$ cat src/rtl/ifrt_pkg.sv
package ifrt_pkg;

   localparam int CONTEXTS_DEF  = 16;
   localparam int BLOCKS        = 8192;
   localparam int WORD_BITS     = 64;
   localparam int WORDS_PER_CTX = BLOCKS / WORD_BITS;
   localparam int WORD_IDX_W    = $clog2(WORDS_PER_CTX);
   localparam int BIT_IDX_W     = $clog2(WORD_BITS);
   localparam int BLK_W         = $clog2(BLOCKS);
   localparam int RUN_W         = BLK_W + 1;
   localparam int LEN_W         = 16;
   localparam int CFG_W         = 16;
   localparam int CNT_W         = 16;
   localparam int CSR_IDX_W     = 2;
   localparam int QUEUE_DEPTH   = 2;
   localparam int QUEUE_PTR_W   = $clog2(QUEUE_DEPTH);
   localparam int QUEUE_CNT_W   = $clog2(QUEUE_DEPTH + 1);

   localparam logic [CFG_W-1:0] TIMEOUT_RST    = 16'd30;
   localparam logic [CFG_W-1:0] NCTX_LIMIT_RST = 16'd10;
   localparam logic [CFG_W-1:0] PKT_LIMIT_RST  = 16'd1000;
   localparam logic [CNT_W-1:0] COUNT_MAX      = 16'hFFFF;

   localparam logic [CSR_IDX_W-1:0] CSR_TIMEOUT    = 2'd0;
   localparam logic [CSR_IDX_W-1:0] CSR_NCTX_LIMIT = 2'd1;
   localparam logic [CSR_IDX_W-1:0] CSR_PKT_LIMIT  = 2'd2;

   typedef enum logic [2:0] {
      VERDICT_PASS     = 3'd0,
      VERDICT_HELD     = 3'd1,
      VERDICT_COMPLETE = 3'd2,
      VERDICT_FULL     = 3'd3,
      VERDICT_RANGE    = 3'd4
   } verdict_type;

   typedef enum logic [1:0] {
      KIND_PASS,
      KIND_RANGE,
      KIND_FRAG
   } kind_type;

   typedef enum logic [3:0] {
      ST_IDLE,
      ST_SCAN,
      ST_DECIDE,
      ST_ALLOC,
      ST_CLEAR,
      ST_LOAD,
      ST_EVAL,
      ST_MARK,
      ST_CHECK,
      ST_RUN_RD,
      ST_RUN_EVAL,
      ST_FINISH,
      ST_RESULT
   } eng_state_type;

   typedef struct packed {
      logic        is_ipv6;
      logic [63:0] src_hi;
      logic [63:0] src_lo;
      logic [63:0] dst_hi;
      logic [63:0] dst_lo;
      logic [7:0]  proto;
      logic [31:0] ident;
   } key_type;

   typedef struct packed {
      kind_type         kind;
      key_type          key;
      logic             more_frags;
      logic [BLK_W-1:0] first_blk;
      logic [BLK_W-1:0] last_blk;
      logic             has_blks;
      logic [LEN_W-1:0] end_pos;
      logic [31:0]      now;
   } item_type;

   typedef struct packed {
      logic [CFG_W-1:0] timeout;
      logic [CFG_W-1:0] nctx_limit;
      logic [CFG_W-1:0] pkt_limit;
   } cfg_type;

   typedef struct packed {
      key_type     key;
      logic [31:0] expire;
   } ctx_entry_type;

   typedef struct packed {
      logic             sent;
      logic             last_seen;
      logic [LEN_W-1:0] length;
      logic [RUN_W-1:0] run;
   } slot_state_type;

   // count of consecutive ones from bit 0
   function automatic logic [BIT_IDX_W:0] ones_run(input logic [WORD_BITS-1:0] w);
      logic [BIT_IDX_W:0] n;
      n = (BIT_IDX_W + 1)'(WORD_BITS);
      for (int i = WORD_BITS - 1; i >= 0; i--) begin
         if (!w[i]) n = (BIT_IDX_W + 1)'(i);
      end
      return n;
   endfunction

endpackage

$ cat src/rtl/ifrt_if.sv
interface ifrt_req_if;
   logic        valid;
   logic        ready;
   logic        is_ipv6;
   logic [63:0] src_addr_hi;
   logic [63:0] src_addr_lo;
   logic [63:0] dst_addr_hi;
   logic [63:0] dst_addr_lo;
   logic [7:0]  protocol;
   logic [31:0] frag_id;
   logic [12:0] frag_offset;
   logic        more_frags;
   logic [15:0] payload_len;
   logic [31:0] now_seconds;

   modport source (output valid, is_ipv6, src_addr_hi, src_addr_lo, dst_addr_hi,
                   dst_addr_lo, protocol, frag_id, frag_offset, more_frags,
                   payload_len, now_seconds, input ready);
   modport sink (input valid, is_ipv6, src_addr_hi, src_addr_lo, dst_addr_hi,
                 dst_addr_lo, protocol, frag_id, frag_offset, more_frags,
                 payload_len, now_seconds, output ready);
endinterface


$ cat src/rtl/ifrt_front.sv
module ifrt_front (
   ifrt_req_if.sink           req_if,
   input  logic               q_full,
   output logic               q_push,
   output ifrt_pkg::item_type q_item
);

   logic [ifrt_pkg::LEN_W:0]   end_full;
   logic [ifrt_pkg::RUN_W-1:0] nblk;

   assign req_if.ready = !q_full;
   assign q_push       = req_if.valid && !q_full;

   always_comb begin
      end_full = {1'b0, req_if.frag_offset, 3'b000} + (ifrt_pkg::LEN_W + 1)'(req_if.payload_len);
      nblk     = ifrt_pkg::RUN_W'(((ifrt_pkg::LEN_W + 1)'(req_if.payload_len) + 17'd7) >> 3);

      if (!req_if.more_frags && req_if.frag_offset == '0) begin
         q_item.kind = ifrt_pkg::KIND_PASS;
      end else if (end_full[ifrt_pkg::LEN_W]) begin
         q_item.kind = ifrt_pkg::KIND_RANGE;
      end else begin
         q_item.kind = ifrt_pkg::KIND_FRAG;
      end

      q_item.key.is_ipv6 = req_if.is_ipv6;
      if (req_if.is_ipv6) begin
         q_item.key.src_hi = req_if.src_addr_hi;
         q_item.key.src_lo = req_if.src_addr_lo;
         q_item.key.dst_hi = req_if.dst_addr_hi;
         q_item.key.dst_lo = req_if.dst_addr_lo;
         q_item.key.proto  = '0;
         q_item.key.ident  = req_if.frag_id;
      end else begin
         q_item.key.src_hi = '0;
         q_item.key.src_lo = {32'd0, req_if.src_addr_lo[31:0]};
         q_item.key.dst_hi = '0;
         q_item.key.dst_lo = {32'd0, req_if.dst_addr_lo[31:0]};
         q_item.key.proto  = req_if.protocol;
         q_item.key.ident  = {16'd0, req_if.frag_id[15:0]};
      end

      q_item.more_frags = req_if.more_frags;
      q_item.first_blk  = req_if.frag_offset;
      q_item.last_blk   = ifrt_pkg::BLK_W'(ifrt_pkg::RUN_W'(req_if.frag_offset) + nblk - 14'd1);
      q_item.has_blks   = (req_if.payload_len != '0);
      q_item.end_pos    = end_full[ifrt_pkg::LEN_W-1:0];
      q_item.now        = req_if.now_seconds;
   end

endmodule

$ cat src/flat_wrapper.sv
// flat-port wrapper written by rule: the top's interface ports become plain ports
module ifrt_front_flat 
  (q_full, q_push, q_item, req_if_valid, req_if_is_ipv6, req_if_src_addr_hi, req_if_src_addr_lo, req_if_dst_addr_hi, req_if_dst_addr_lo, req_if_protocol, req_if_frag_id, req_if_frag_offset, req_if_more_frags, req_if_payload_len, req_if_now_seconds, req_if_ready);
  ifrt_req_if req_if_i ();
  input  logic q_full;
  output logic q_push;
  output ifrt_pkg::item_type q_item;
  input wire logic [$bits(req_if_i.valid)-1:0] req_if_valid;
  input wire logic [$bits(req_if_i.is_ipv6)-1:0] req_if_is_ipv6;
  input wire logic [$bits(req_if_i.src_addr_hi)-1:0] req_if_src_addr_hi;
  input wire logic [$bits(req_if_i.src_addr_lo)-1:0] req_if_src_addr_lo;
  input wire logic [$bits(req_if_i.dst_addr_hi)-1:0] req_if_dst_addr_hi;
  input wire logic [$bits(req_if_i.dst_addr_lo)-1:0] req_if_dst_addr_lo;
  input wire logic [$bits(req_if_i.protocol)-1:0] req_if_protocol;
  input wire logic [$bits(req_if_i.frag_id)-1:0] req_if_frag_id;
  input wire logic [$bits(req_if_i.frag_offset)-1:0] req_if_frag_offset;
  input wire logic [$bits(req_if_i.more_frags)-1:0] req_if_more_frags;
  input wire logic [$bits(req_if_i.payload_len)-1:0] req_if_payload_len;
  input wire logic [$bits(req_if_i.now_seconds)-1:0] req_if_now_seconds;
  output wire logic [$bits(req_if_i.ready)-1:0] req_if_ready;
  assign req_if_i.valid = req_if_valid;
  assign req_if_i.is_ipv6 = req_if_is_ipv6;
  assign req_if_i.src_addr_hi = req_if_src_addr_hi;
  assign req_if_i.src_addr_lo = req_if_src_addr_lo;
  assign req_if_i.dst_addr_hi = req_if_dst_addr_hi;
  assign req_if_i.dst_addr_lo = req_if_dst_addr_lo;
  assign req_if_i.protocol = req_if_protocol;
  assign req_if_i.frag_id = req_if_frag_id;
  assign req_if_i.frag_offset = req_if_frag_offset;
  assign req_if_i.more_frags = req_if_more_frags;
  assign req_if_i.payload_len = req_if_payload_len;
  assign req_if_i.now_seconds = req_if_now_seconds;
  assign req_if_ready = req_if_i.ready;
  ifrt_front u_core (.req_if(req_if_i), .q_full(q_full), .q_push(q_push), .q_item(q_item));
endmodule
$ cat config.mk
export PLATFORM = sky130hd
export DESIGN_NAME = ifrt_front_flat
export DESIGN_NICKNAME = d
export VERILOG_FILES = /design/src/rtl/ifrt_pkg.sv /design/src/rtl/ifrt_if.sv /design/src/rtl/ifrt_front.sv /design/src/flat_wrapper.sv
export SDC_FILE = /design/constraint.sdc
export NUM_CORES = 1
export LEC_CHECK = 0
export BUFFER_PORTS_ARGS = -buffer_cell sky130_fd_sc_hd__buf_2
export CAP_MARGIN = 15
export CORE_AREA = 2 2 289 291
export DETAILED_ROUTE_END_ITERATION = 8
export DIE_AREA = 0 0 291 293
export PLACE_DENSITY = 0.33
export SETUP_SLACK_MARGIN = 0.05
export SLEW_MARGIN = 15
export SYNTH_ARGS = -nofsm -noshare
export SYNTH_HDL_FRONTEND = slang
export SYNTH_SLANG_ARGS = --single-unit
export TNS_END_PERCENT = 50
$ cat constraint.sdc
create_clock -name vclk -period 3.9
set_clock_uncertainty 0.2 [all_clocks]
set_input_delay 0.39 -clock vclk [all_inputs]
set_output_delay 0.39 -clock vclk [all_outputs]
set_load 0.01 [all_outputs]
* Word level (Yosys, flattened, before mapping)
Cells that the tools add are included.
** Storage, ports and cells
- Word-level logic and storage cells :: 13
- Bits of input ports :: 361
- Register bits after elaboration :: 0
- Output and inout bits :: 377
** Operators by class
- Add/subtract/negate cells :: 4
- Reductions and logical operators :: 6
- Muxes and demuxes :: 3
** Operator list (number)
- 2-to-1 mux 296 bit :: 1
- adder 16 x 16 -> 17 bit :: 1
- adder 16 x 3 -> 16 bit, second input constant :: 1
- nonzero test 16 bit :: 1
- adder 13 bit :: 1
- zero test 13 bit :: 1
- subtractor 13 x 1 -> 13 bit, second input constant :: 1
- 2-to-1 mux 2 bit :: 2
- logical AND 1 bit :: 2
- zero test 1 bit :: 2

* Depth between registers and ports, before layout
- Word-level depth :: 3
- Gate-level depth with buffers :: 13
- Mapped depth without buffers :: 12

* Least setup slack after synthesis
OpenSTA, ideal clock, no wires.
- Path type :: input to output
- Start :: input port req_if_payload_len[1]
- End :: output port q_item[60] in the netlist's numbering
- Path slack :: 0.455 ns
- Path buffers :: 0
- Cell stages on the path :: 11
- Data required time :: 3.310 ns
- Data arrival time :: 2.855 ns
- Cells stage by stage :: or3_1 -> nand2_1 -> xnor2_1 -> ha_1 -> inv_1 -> ha_1 -> fa_1 -> a21o_1 -> a211oi_2 -> o311ai_2 -> o311ai_1
** RTL lines
- start, declared :: line flat_wrapper.sv:18 : input wire logic [$bits(req_if_i.payload_len)-1:0] req_if_payload_len;
- end, declared :: line flat_wrapper.sv:7 : output ifrt_pkg::item_type q_item;

==> impl_results.md <==
* Dpl hpwl at 41,100 um
* # clk buffers at 0
* Syn Inst Count at 596
* Psw at 0.607 mW
* Row count at 105
* Post-route cell area at 0.00719 sq mm
* P_int at 0.475 mW
* Worst setup EP type: primary output
* Core area at 0.0818 sq mm
* Switching share of power at 0.561
* Sequential share of power at 0
* WL per Instance at 21.5 um
* Register area at 0 sq um
* Die width at 291 um
* Syn Std Cell Area at 0.00410 sq mm
* Detail Route Antenna Nets at 0
* Cell area power density at 150 mW/mm^2
* 1st-iter DRT viols at 190
* Hold slack at 0.580 ns
* Worst vdd ir at 0.0000411 V
* Maxcap violations at 0
* Gr ovfl total at 0
* Starting Density at 0.0501
* Vias per cell at 2.62
* Lkg Pwr at 3.70 nW
* GPL Wtd Cong at 0.867
* Hold WC Path Type: in -> out
* Layout sequential cell count at 0
* Ports at 738
* Syn_area_per_cell at 6.88 sq um
* Synth cell types at 49
* CP Max Fanout at 3
* First-pass GRT wire length at 54,400 um
* Area Growth Syn to Fin at 75.4%
* Drt total wl at 43,900 um
* Largest net degree at the start of global routing at 77
* Initial antenna violation count at 23
* Clock power frac at 0
* Tcrit/Tclk final at 0.959
* Outcome: complete, no violations
* Crit Path Class: in -> out
* Commonest non-fill, non-tap cell in the layout: buf_2
* Final Core Density at 0.0879
* Most frequent cells in the layout: 510 x buf_2, 209 x and2_1, 42 x inv_1, 33 x ha_1, 16 x xnor2_1
* DRT Pass-1 Iters at 4
* Die area at 0.0853 sq mm
* Req. time, crit path at 3.31 ns
* Nets at 1,373
* Slew Limit Headroom at 0.602
* FMAX at 267 MHz
* Global-route usage over all layers at 0.0950
* Vias in the first global route at 5,280
* Max-slew violations at 0
* Syn Nets at 995
* Share of cells above drive strength 1 at 0.568
* Sequential fraction of the synthesis area at 0
* Measured slew at the worst slew-check pin at 0.597 ns
* Power share of the combinational group at 1.000
* Fin. Hold Viols at 0
* Final min period at 3.74 ns
* Residual DRC at 0
* Synth warnings at 0
* Die H at 293 um
* Vias at 5,347
* Final total power at 1.08 mW
* Placed instance area at 0.00707 sq mm
* Crit path DAT at 3.15 ns
* RSZ-0062 raised after global routing: true
* Final setup viols at 0
* Buffers on Ports at 514
* Worst setup SP type: input port
[layout make-up]
class              count  area [sq um]
diodes                 2          5.00
fillers             9737         74700
inverters             43           161
multi-input cells    398          2940
well taps           1070          1340
repair buffers       531          2750
[worst paths after layout]
check	start	end	cells past startpoint
worst min-delay path	req_if_dst_addr_lo[10]	q_item[126]	0
worst max-delay path	req_if_payload_len[0]	q_item[58]	15
[synth_stat cells, types with 4 or more instances]
cell type | number | area [sq um]
and2_1 | 209 | 1310
buf_4 | 130 | 976
inv_1 | 43 | 161
ha_1 | 36 | 450
clkbuf_1 | 24 | 90.1
xnor2_1 | 17 | 149
xor2_1 | 14 | 123
nor2_1 | 13 | 48.8
nor2b_1 | 13 | 81.3
nand2_1 | 12 | 45.0
a21oi_1 | 10 | 50.1
o21ai_1 | 10 | 50.1
nor4_1 | 5 | 31.3
a21o_1 | 4 | 30.0
nand3_1 | 4 | 20.0
nand4_1 | 4 | 25.0
nor3_1 | 4 | 20.0
o21a_1 | 4 | 30.0
[cells by family after synthesis]
| family | Yosys count | synth area share |
|---|---|---|
| AND/OR/NAND/NOR | 275 | 0.408 |
| buffers and inverters | 198 | 0.302 |
| AO/OA/AOI/OAI | 52 | 0.0934 |
| adder cells (fa/ha/maj) | 38 | 0.120 |
| XOR/XNOR | 33 | 0.0769 |
[layer usage]
metal  GRT usage  vias up  routed length [um]  part of all wire
li1            -     2516                   -                 -
met1       0.123     2419               18900              0.43
met2       0.126      318               16700              0.38
met3      0.0721       70                7600              0.17
met4      0.0111       24                 607             0.014
met5           0        -                 152            0.0035
[stage by stage]
| stage | cells | setup slack (ns) | TNS (ns) |
|---|---|---|---|
| global route | 2043 | 0.00233 | 0 |
| global placement | 2039 | -0.0223 | -0.0223 |
| finish | 2044 | 0.161 | 0 |
| detailed placement | 2039 | -0.0550 | -0.0550 |
| floorplan | 596 | 0.455 | 0 |
| CTS | 2039 | 0.0456 | 0 |
[power groups by stage]
stage	logic [mW]	clock network, mW	registers [mW]
2_1_floorplan	0.611	0	0
5_1_grt	1.17	0.0000000347	0
3_3_place_gp	1.06	0	0
6_report	1.08	0.0000000691	0
3_5_place_dp	1.06	0	0
4_1_cts	1.06	0	0
[worst max-delay path: stages]
cell      delay (ns)
buf_6           0.10
or3_4           0.38
buf_6           0.13
xnor2_2         0.14
ha_2            0.19
inv_2           0.04
ha_4            0.15
fa_2            0.36
a21o_1          0.22
a211oi_4        0.32
o311ai_4        0.15
buf_4           0.16
xor2_1          0.13
buf_4           0.15
buf_2           0.14
[what timing repair did]
item                       4_1_cts  5_1_grt
setup buffers                    0        3
hold buffers                     0        0
resized for setup                1       20
pin swaps                        2       11
setup endpoints to repair        3        4
Note: power is estimated with default switching activity, not from simulation.
