===== src/rtl/ifrt_pkg.sv =====
package ifrt_pkg;

   localparam int CONTEXTS_DEF  = 16;
   localparam int BLOCKS        = 8192;
   localparam int WORD_BITS     = 64;
   localparam int WORDS_PER_CTX = BLOCKS / WORD_BITS;
   localparam int WORD_IDX_W    = $clog2(WORDS_PER_CTX);
   localparam int BIT_IDX_W     = $clog2(WORD_BITS);
   localparam int BLK_W         = $clog2(BLOCKS);
   localparam int RUN_W         = BLK_W + 1;
   localparam int LEN_W         = 16;
   localparam int CFG_W         = 16;
   localparam int CNT_W         = 16;
   localparam int CSR_IDX_W     = 2;
   localparam int QUEUE_DEPTH   = 2;
   localparam int QUEUE_PTR_W   = $clog2(QUEUE_DEPTH);
   localparam int QUEUE_CNT_W   = $clog2(QUEUE_DEPTH + 1);

   localparam logic [CFG_W-1:0] TIMEOUT_RST    = 16'd30;
   localparam logic [CFG_W-1:0] NCTX_LIMIT_RST = 16'd10;
   localparam logic [CFG_W-1:0] PKT_LIMIT_RST  = 16'd1000;
   localparam logic [CNT_W-1:0] COUNT_MAX      = 16'hFFFF;

   localparam logic [CSR_IDX_W-1:0] CSR_TIMEOUT    = 2'd0;
   localparam logic [CSR_IDX_W-1:0] CSR_NCTX_LIMIT = 2'd1;
   localparam logic [CSR_IDX_W-1:0] CSR_PKT_LIMIT  = 2'd2;

   typedef enum logic [2:0] {
      VERDICT_PASS     = 3'd0,
      VERDICT_HELD     = 3'd1,
      VERDICT_COMPLETE = 3'd2,
      VERDICT_FULL     = 3'd3,
      VERDICT_RANGE    = 3'd4
   } verdict_type;

   typedef enum logic [1:0] {
      KIND_PASS,
      KIND_RANGE,
      KIND_FRAG
   } kind_type;

   typedef enum logic [3:0] {
      ST_IDLE,
      ST_SCAN,
      ST_DECIDE,
      ST_ALLOC,
      ST_CLEAR,
      ST_LOAD,
      ST_EVAL,
      ST_MARK,
      ST_CHECK,
      ST_RUN_RD,
      ST_RUN_EVAL,
      ST_FINISH,
      ST_RESULT
   } eng_state_type;

   typedef struct packed {
      logic        is_ipv6;
      logic [63:0] src_hi;
      logic [63:0] src_lo;
      logic [63:0] dst_hi;
      logic [63:0] dst_lo;
      logic [7:0]  proto;
      logic [31:0] ident;
   } key_type;

   typedef struct packed {
      kind_type         kind;
      key_type          key;
      logic             more_frags;
      logic [BLK_W-1:0] first_blk;
      logic [BLK_W-1:0] last_blk;
      logic             has_blks;
      logic [LEN_W-1:0] end_pos;
      logic [31:0]      now;
   } item_type;

   typedef struct packed {
      logic [CFG_W-1:0] timeout;
      logic [CFG_W-1:0] nctx_limit;
      logic [CFG_W-1:0] pkt_limit;
   } cfg_type;

   typedef struct packed {
      key_type     key;
      logic [31:0] expire;
   } ctx_entry_type;

   typedef struct packed {
      logic             sent;
      logic             last_seen;
      logic [LEN_W-1:0] length;
      logic [RUN_W-1:0] run;
   } slot_state_type;

   // count of consecutive ones from bit 0
   function automatic logic [BIT_IDX_W:0] ones_run(input logic [WORD_BITS-1:0] w);
      logic [BIT_IDX_W:0] n;
      n = (BIT_IDX_W + 1)'(WORD_BITS);
      for (int i = WORD_BITS - 1; i >= 0; i--) begin
         if (!w[i]) n = (BIT_IDX_W + 1)'(i);
      end
      return n;
   endfunction

endpackage


===== src/rtl/ifrt_queue.sv =====
module ifrt_queue (
   input  logic               clock,
   input  logic               reset,
   input  logic               push,
   input  ifrt_pkg::item_type push_item,
   output logic               full,
   input  logic               pop,
   output logic               empty,
   output ifrt_pkg::item_type head
);

   ifrt_pkg::item_type               entries_ff [ifrt_pkg::QUEUE_DEPTH];
   logic [ifrt_pkg::QUEUE_PTR_W-1:0] wr_ptr_ff, wr_ptr_in;
   logic [ifrt_pkg::QUEUE_PTR_W-1:0] rd_ptr_ff, rd_ptr_in;
   logic [ifrt_pkg::QUEUE_CNT_W-1:0] cnt_ff, cnt_in;

   assign full  = (cnt_ff == ifrt_pkg::QUEUE_CNT_W'(ifrt_pkg::QUEUE_DEPTH));
   assign empty = (cnt_ff == '0);
   assign head  = entries_ff[rd_ptr_ff];

   always_comb begin
      wr_ptr_in = wr_ptr_ff;
      rd_ptr_in = rd_ptr_ff;
      if (push) begin
         wr_ptr_in = (wr_ptr_ff == ifrt_pkg::QUEUE_PTR_W'(ifrt_pkg::QUEUE_DEPTH - 1)) ?
                     '0 : wr_ptr_ff + 1'b1;
      end
      if (pop) begin
         rd_ptr_in = (rd_ptr_ff == ifrt_pkg::QUEUE_PTR_W'(ifrt_pkg::QUEUE_DEPTH - 1)) ?
                     '0 : rd_ptr_ff + 1'b1;
      end
      cnt_in = cnt_ff + ifrt_pkg::QUEUE_CNT_W'(push) - ifrt_pkg::QUEUE_CNT_W'(pop);
   end

   always_ff @(posedge clock) begin
      if (reset) begin
         wr_ptr_ff <= '0;
         rd_ptr_ff <= '0;
         cnt_ff    <= '0;
      end else begin
         wr_ptr_ff <= wr_ptr_in;
         rd_ptr_ff <= rd_ptr_in;
         cnt_ff    <= cnt_in;
      end
   end

   always_ff @(posedge clock) begin
      if (push) entries_ff[wr_ptr_ff] <= push_item;
   end

endmodule


===== config.mk =====
export PLATFORM = sky130hd
export DESIGN_NAME = ifrt_queue
export DESIGN_NICKNAME = d
export VERILOG_FILES = /design/src/rtl/ifrt_pkg.sv /design/src/rtl/ifrt_queue.sv
export SDC_FILE = /design/constraint.sdc
export NUM_CORES = 1
export LEC_CHECK = 0
export BUFFER_PORTS_ARGS = -buffer_cell sky130_fd_sc_hd__buf_2
export CORE_AREA = 3 3 291 293
export DETAILED_ROUTE_END_ITERATION = 10
export DIE_AREA = 0 0 294 296
export PLACE_DENSITY = 0.59
export SLEW_MARGIN = 20
export SYNTH_ARGS = -nofsm -noshare
export SYNTH_HDL_FRONTEND = slang
export SYNTH_SLANG_ARGS = --single-unit

===== constraint.sdc =====
create_clock -name clock -period 36.2 [get_ports clock]
set_clock_uncertainty 0.15 [all_clocks]
set_input_delay 1.81 -clock clock [delete_from_list [all_inputs] [get_ports clock]]
set_output_delay 1.81 -clock clock [all_outputs]
set_load 0.01 [all_outputs]

# Yosys cells after proc, flatten, opt, wreduce, memory -nomap -nowiden
# Memories as Yosys holds them, arrays and structs flattened. A register that Yosys moved wholly into a read port is not among the register bits.
# Index checks and enable logic that the tools add are counted.
dict set report op_classes {
  n_addsub 4
  multipliers 0
  div_mod_pow 0
  n_lt_le_gt_ge 0
  eq_ne 1
  n_shift 0
  n_mux 6
  bitwise 0
  n_reduce_logical 1
}
# op n
set ops {}
lappend ops {{$mux 1} 6}
lappend ops {{$add 1x1->1 const B} 2}
lappend ops {{$add 2x1->2} 1}
lappend ops {{$eq 2x2->1 const B} 1}
lappend ops {{$logic_not 2->1} 1}
lappend ops {{$sub 2x1->2} 1}
dict set report word_totals {
  register_bits 4
  latchBits 0
  ram_bits 750
  romBits 0
  in_bits 379
  out_inout_bits 377
  word_cells 16
  memories 1
}
# name depth word_bits rd rd_clocked_by_memory_dff write_ports line_no
set memory_table {}
lappend memory_table {entries_ff 2 375 1 1 1 ifrt_queue.sv:12} ;# ifrt_pkg::item_type entries_ff [ifrt_pkg::QUEUE_DEPTH];

# Longest topological paths before layout
# Gate-level depths: netlist of the first run.
dict set report depth {
  word_depth 4
  mapped_depth 6
  mapped_depth_nobuf 6
}

# Worst setup path before layout of the first run
# No wires, ideal clock.
dict set report synth_timing {
  path_kind {input -> register}
  start {input port push}
  end {memory entries_ff[0][0] (netlist bit), enable pin}
  arrival_ns 17.909
  slack_ns 16.976
  cell_stages 1
  path_buffers 0
  path_cell_list {nor2b_1}
}
dict set report synth_via {
  elab_chain_cells 2
}
# item line_no
set synth_lines {}
lappend synth_lines {{start, declared} ifrt_queue.sv:4} ;# input logic push,
lappend synth_lines {{$mux 1} ifrt_queue.sv:48} ;# if (push) entries_ff[wr_ptr_ff] <= push_item;
lappend synth_lines {{$mux 1 (implied by the code)} ifrt_queue.sv:48}
lappend synth_lines {{end, declared} ifrt_queue.sv:12}
# No other way between the ends.

==> results of run 1 <==
power groups by stage:
stage | Clock, mW | Sequential (mW) | Combinational (mW)
floorplan | 0 | 1.08 | 0.126
global placement | 0 | 1.05 | 0.216
detailed placement | 0 | 1.06 | 0.220
CTS | 0.820 | 1.04 | 0.221
global route | 0.857 | 1.04 | 0.232
finish | 0.796 | 1.04 | 0.216
through the flow:
stage / util, % / total power [mW] / worst slack [ns] / instances
3_5_place_dp: 39.36 / 1.275 / 30.05 / 2985
4_1_cts: 42.49 / 2.079 / 29.54 / 3129
5_1_grt: 42.54 / 2.130 / 29.34 / 3139
6_report: 42.55 / 2.049 / 29.66 / 3144
2_1_floorplan: - / 1.201 / 16.98 / 1188
3_3_place_gp: 39.36 / 1.270 / 30.15 / 2985
routing by layer:
layer | track usage [%] | up-vias
met4 | 5.721 | 22
met5 | 0 | -
met2 | 26.47 | 544
li1 | - | 6401
met1 | 16.26 | 7130
met3 | 4.164 | 132
layout make-up:
| class | count | area (sq um) |
|---|---|---|
| Tap cell | 1070 | 1339 |
| Clock inverter | 39 | 394.1 |
| Timing Repair Buffer | 770 | 3916 |
| Multi-Input combinational cell | 389 | 4454 |
| Antenna cell | 14 | 35.03 |
| Sequential cell | 755 | 22630 |
| Clock buffer | 105 | 2168 |
| Inverter | 2 | 7.507 |
| Fill cell | 7322 | 47170 |
sequential cells by signal (all words and copies together), names as in the netlist, named ones only:
signal and flops:
entries_ff 750, cnt_ff 2, rd_ptr_ff 1, wr_ptr_ff 1
worst max path at each step:
stage	startpoint	endpoint	slack [ns]	cells past startpoint
finish	register	head[291]	29.66	5
global route	register	head[219]	29.34	5
global placement	push	entries_ff[0][163]	30.15	5
detailed placement	push	entries_ff[0][258]	30.05	5
CTS	register	head[291]	29.54	5
floorplan	push	entries_ff[0][0]	16.98	1
cell usage after synthesis:
master    instances  area, sq um
mux2_4           30        450.4
dfxtp_1           5        100.1
inv_1             2        7.510
nor2_1            5        18.77
nor2b_1           3        18.77
buf_2             2        10.01
mux2_2          343         3862
edfxtp_1        750        22520
xnor2_1           2        17.52
xnor3_1           1        22.52
buf_6            40        450.4
and2_1            1        6.260
mux2_1            2        22.52
ha_1              2        25.02
kinds of logic (layout without fill, tap and decap cells):
kind of cell               after synthesis  in the layout
DFF                                    755            755
muxes                                  375            375
buffers and inverters                   44            916
and+or+nand+nor                          9              9
xor gates and xnor gates                 3              3
adders and majority gates                2              2
other                                    0             14
worst max-delay path: stages, from the launching register on:
cell and delay [ns]:
dfxtp_4 0.82, buf_4 0.77, buf_4 0.80, buf_4 0.81, mux2_2 0.43, buf_2 0.14
==> results.json, run 1 <==
{
  "hpwl_um": 47470,
  "syn_area_per_cell_sq_um": 23.18,
  "whs_ns": 0.3684,
  "synth_compound_gate_area_share_pct": 0,
  "finalHoldViolCount": 0,
  "setup-violations-final": 0,
  "ant_nets": 0,
  "syn_inst": 1188,
  "gp_congestion": 0.8285,
  "path_class": "reg2out",
  "required_ns": 34.24,
  "syn_area_sq_mm": 0.02753,
  "drc": 0,
  "vias": 14229,
  "root_buffer": "clkbuf_16",
  "path_clk_slew_ns": 0.06,
  "wl_met3_um": 4893,
  "synth_xor_area_share_pct": 0.1454,
  "ff2ff_path_depth": 4,
  "ctsHoldBuffers": 0,
  "area_growth_pct": 26.90,
  "ys_types": 14,
  "clk_latency_ns": 0.60,
  "gr-usage-all-layers_pct": 14.62,
  "rows": 105,
  "period_share_pct": 18.07,
  "wl_met2_um": 36050,
  "rsz0062_at_grt": "no",
  "wl_um": 67230,
  "met1_length_um": 24150,
  "peakVddDrop_mv": 0.04372,
  "overflow": 0,
  "ys_warn_count": 0,
  "hold_end": "rd_ptr_ff",
  "p_per_area_mw_per_mm2": 58.65,
  "final_common_cell": "buf_2",
  "design.portCount": 756,
  "critPathArrivalTime_ns": 4.58,
  "routed_via_density": 4.526,
  "max_freq_mhz": 152.8,
  "maxCapViolations": 0,
  "synth_seq_cells": 755,
  "final_max_slew_viol_count": 0,
  "ys_seq_area_share_pct": 82.16,
  "tns_ns": 0,
  "port-buffer-count": 755,
  "post_cts_resized": 0,
  "grt_pass1_wl_um": 95480,
  "htree_levels": 3,
  "die_w_um": 294,
  "p_int_mw": 1.582,
  "start_util_pct": 33.53,
  "worst_pin_slew_ns": 1.026,
  "pwr-share-seq_pct": 50.6,
  "r2r_slack_ns": 31.96,
  "numCtsBuffers": 82,
  "crit_fanout": 74,
  "grt_max_degree": 146,
  "min_path_cells": 2,
  "drtIter0Drc": 707,
  "synthAdderAreaFrac_pct": 0.09088,
  "antenna_found_initial": 25,
  "stdcell_area_sq_mm": 0.03494,
  "cts_max_path_buffers": 3,
  "post-route-min-period_ns": 6.543,
  "start_kind": "register",
  "synthMuxAreaShare_pct": 15.75,
  "nets": 2381,
  "fp.dieH_um": 296,
  "cts_tree": "done",
  "switching_power_mw": 0.4675,
  "combPwrFrac_pct": 10.5,
  "synth-simple-area-share_pct": 0.1590,
  "cts.sinks": 755,
  "r2r-start": "wr_ptr_ff",
  "placed_area_sq_mm": 0.03232,
  "final_cell_mix": "755 x buf_2, 750 x edfxtp_1, 343 x mux2_2",
  "post_cts_buffers": 0,
  "worstHoldStart": "rd_ptr_ff",
  "wl_per_cell_um": 21.38,
  "swShare_pct": 22.81,
  "timing.rr.end": "entries_ff[1][143]",
  "status": "completed",
  "holdCritPathClass": "reg2reg",
  "top_layer": "met5",
  "cp-end-kind": "output port",
  "power.share.clock_pct": 38.9,
  "grt_pass1_vias": 15102,
  "die_area_sq_mm": 0.08702,
  "power_leakage_nw": 12.96,
  "core_region_area_sq_mm": 0.08211,
  "drive_gt1_share_pct": 60.83,
  "synth_nets": 1569,
  "first_pass_iters": 4,
  "relSlewSlack_pct": 31.63,
  "synth_top_family_by_area": "multiplexers"
}
No activity file was read; power rests on OpenSTA's default activity.
==> run 2, diff against run 1 <==
- PLACE_DENSITY: 0.59 -> 0.61
- clock period: 36.2 -> 5.75 ns (I/O delays scaled with it)
==> results.json, run 2 (synthesized netlist as in run 1, its figures left out) <==
{
  "ant_nets": 0,
  "critical-path-top-delay-family": "flip-flops",
  "wl_um": 69210,
  "wl_per_cell_um": 19.71,
  "path_class": "reg2out",
  "wl_met2_um": 37170,
  "top_layer": "met5",
  "drive_gt1_share_pct": 51.37,
  "r2r_slack_ns": 3.21,
  "fp.dieH_um": 296,
  "wl_met3_um": 4606,
  "power_leakage_nw": 14.55,
  "swShare_pct": 22.99,
  "multi_input_area_sq_mm": 0.004454,
  "path_cells": "buf_12 -> mux2_2 -> buf_2",
  "pwr-share-seq_pct": 50.0,
  "final_cell_mix": "755 x buf_2, 750 x edfxtp_1, 379 x dlygate4sd3_1",
  "fillerInstances": 6894,
  "combPwrFrac_pct": 12.2,
  "status": "completed",
  "root_buffer": "clkbuf_16",
  "worst_pin_slew_ns": 0.9144,
  "power.share.clock_pct": 37.9,
  "r2r-start": "wr_ptr_ff",
  "antenna_found_initial": 7,
  "fin_util_pct": 47.16,
  "grt_pass1_wl_um": 100700,
  "drc": 0,
  "register_area_sq_mm": 0.02263,
  "gp_congestion": 0.8038,
  "cts.sinks": 755,
  "maxCapViolations": 0,
  "largest_register_ffs": 750,
  "numCtsBuffers": 82,
  "reg.largest.list": "entries_ff (750), cnt_ff (2)",
  "period_share_pct": 56.16,
  "post_cts_buffers": 0,
  "clk_latency_ns": 0.61,
  "drtIter0Drc": 753,
  "p_int_mw": 10.06,
  "cp-end-kind": "output port",
  "path_buf_inv": 2,
  "holdCritPathClass": "in2reg",
  "routed_via_density": 4.471,
  "post-route-min-period_ns": 3.229,
  "final_max_slew_viol_count": 0,
  "area_growth_pct": 40.64,
  "switching_power_mw": 3.004,
  "rsz0062_at_grt": "no",
  "core_region_area_sq_mm": 0.08211,
  "whs_ns": 0.2397,
  "die_area_sq_mm": 0.08702,
  "final_common_cell": "buf_2",
  "required_ns": 5.31,
  "htree_levels": 3,
  "path_clk_slew_ns": 0.06,
  "peakVddDrop_mv": 0.2848,
  "cts_tree": "done",
  "relSlewSlack_pct": 39.04,
  "gr-usage-all-layers_pct": 15.12,
  "largest_register": "entries_ff",
  "first_pass_iters": 5,
  "setup-violations-final": 0,
  "die_w_um": 294,
  "crit_fanout": 95,
  "met1_length_um": 24770,
  "cts_max_path_buffers": 3,
  "crit_slowest_cell": "dfxtp_4",
  "grt_max_degree": 137,
  "port-buffer-count": 755,
  "nets": 2758,
  "critPathArrivalTime_ns": 2.79,
  "overflow": 0,
  "start_kind": "register",
  "rows": 105,
  "tns_ns": 0,
  "design.portCount": 756,
  "max_freq_mhz": 309.7,
  "p_per_area_mw_per_mm2": 337.3,
  "grt_pass1_vias": 17228,
  "max_stage_delay_ns": 0.93,
  "hpwl_um": 46490,
  "finalHoldViolCount": 0,
  "vias": 15696,
  "worstHoldStart": "push_item[196]",
  "start_util_pct": 33.53
}
run 2: cell types whose count changed in the layout (fill, tap and decap cells not counted), sizes merged:
cell         change
clkbuf           -9
inv              -2
clkinv          +12
bufinv           -1
diode           -10
buf              -2
dlygate4sd3    +379
run 2: power groups by stage:
stage | sequential (mW) | clock [mW] | combinational (mW)
2_1_floorplan | 6.66 | 0 | 0.791
3_3_place_gp | 6.63 | 0 | 1.37
3_5_place_dp | 6.64 | 0 | 1.38
4_1_cts | 6.53 | 5.09 | 1.61
5_1_grt | 6.56 | 5.31 | 1.70
6_report | 6.53 | 4.95 | 1.59
run 2: layout make-up:
| cell class | count | area share (%) |
|---|---|---|
| repair buffers | 1147 | 20.03 |
| multi-input cells | 389 | 11.50 |
| clock inverters | 48 | 1.044 |
| diodes | 4 | 0.02585 |
| flip-flops and latches | 755 | 58.43 |
| clock buffers | 96 | 5.490 |
| well taps | 1070 | 3.457 |
| inverters | 2 | 0.01939 |
run 2: worst paths after layout:
path,to,cells after the start
worst max-delay path,head[88],3
worst max register to register,entries_ff[1][198],2
worst min-delay path,entries_ff[1][196],2
worst min register to register,wr_ptr_ff,2
run 2: layer usage:
| layer | global-route usage [%] | vias up |
|---|---|---|
| met1 | 16.44 | 7815 |
| met4 | 6.621 | 6 |
| met3 | 3.939 | 153 |
| met2 | 27.78 | 573 |
| li1 | - | 7149 |
| met5 | 0 | - |
run 2: repair_timing:
| action | CTS | global route |
|---|---|---|
| gates resized for setup | 0 | 0 |
| hold buffers | 379 | 0 |
| endpoints found under the hold margin | 755 | 0 |
run 2: through the flow:
stage / power [mW] / cell area [sq um] / std cells / setup slack [ns]
floorplan: 7.447 / 27540 / 1188 / -0.7242
global placement: 7.993 / 32390 / 2984 / 3.128
detailed placement: 8.027 / 32390 / 2984 / 3.136
CTS: 13.23 / 38710 / 3507 / 2.450
global route: 13.57 / 38720 / 3510 / 2.359
finish: 13.06 / 38720 / 3511 / 2.521
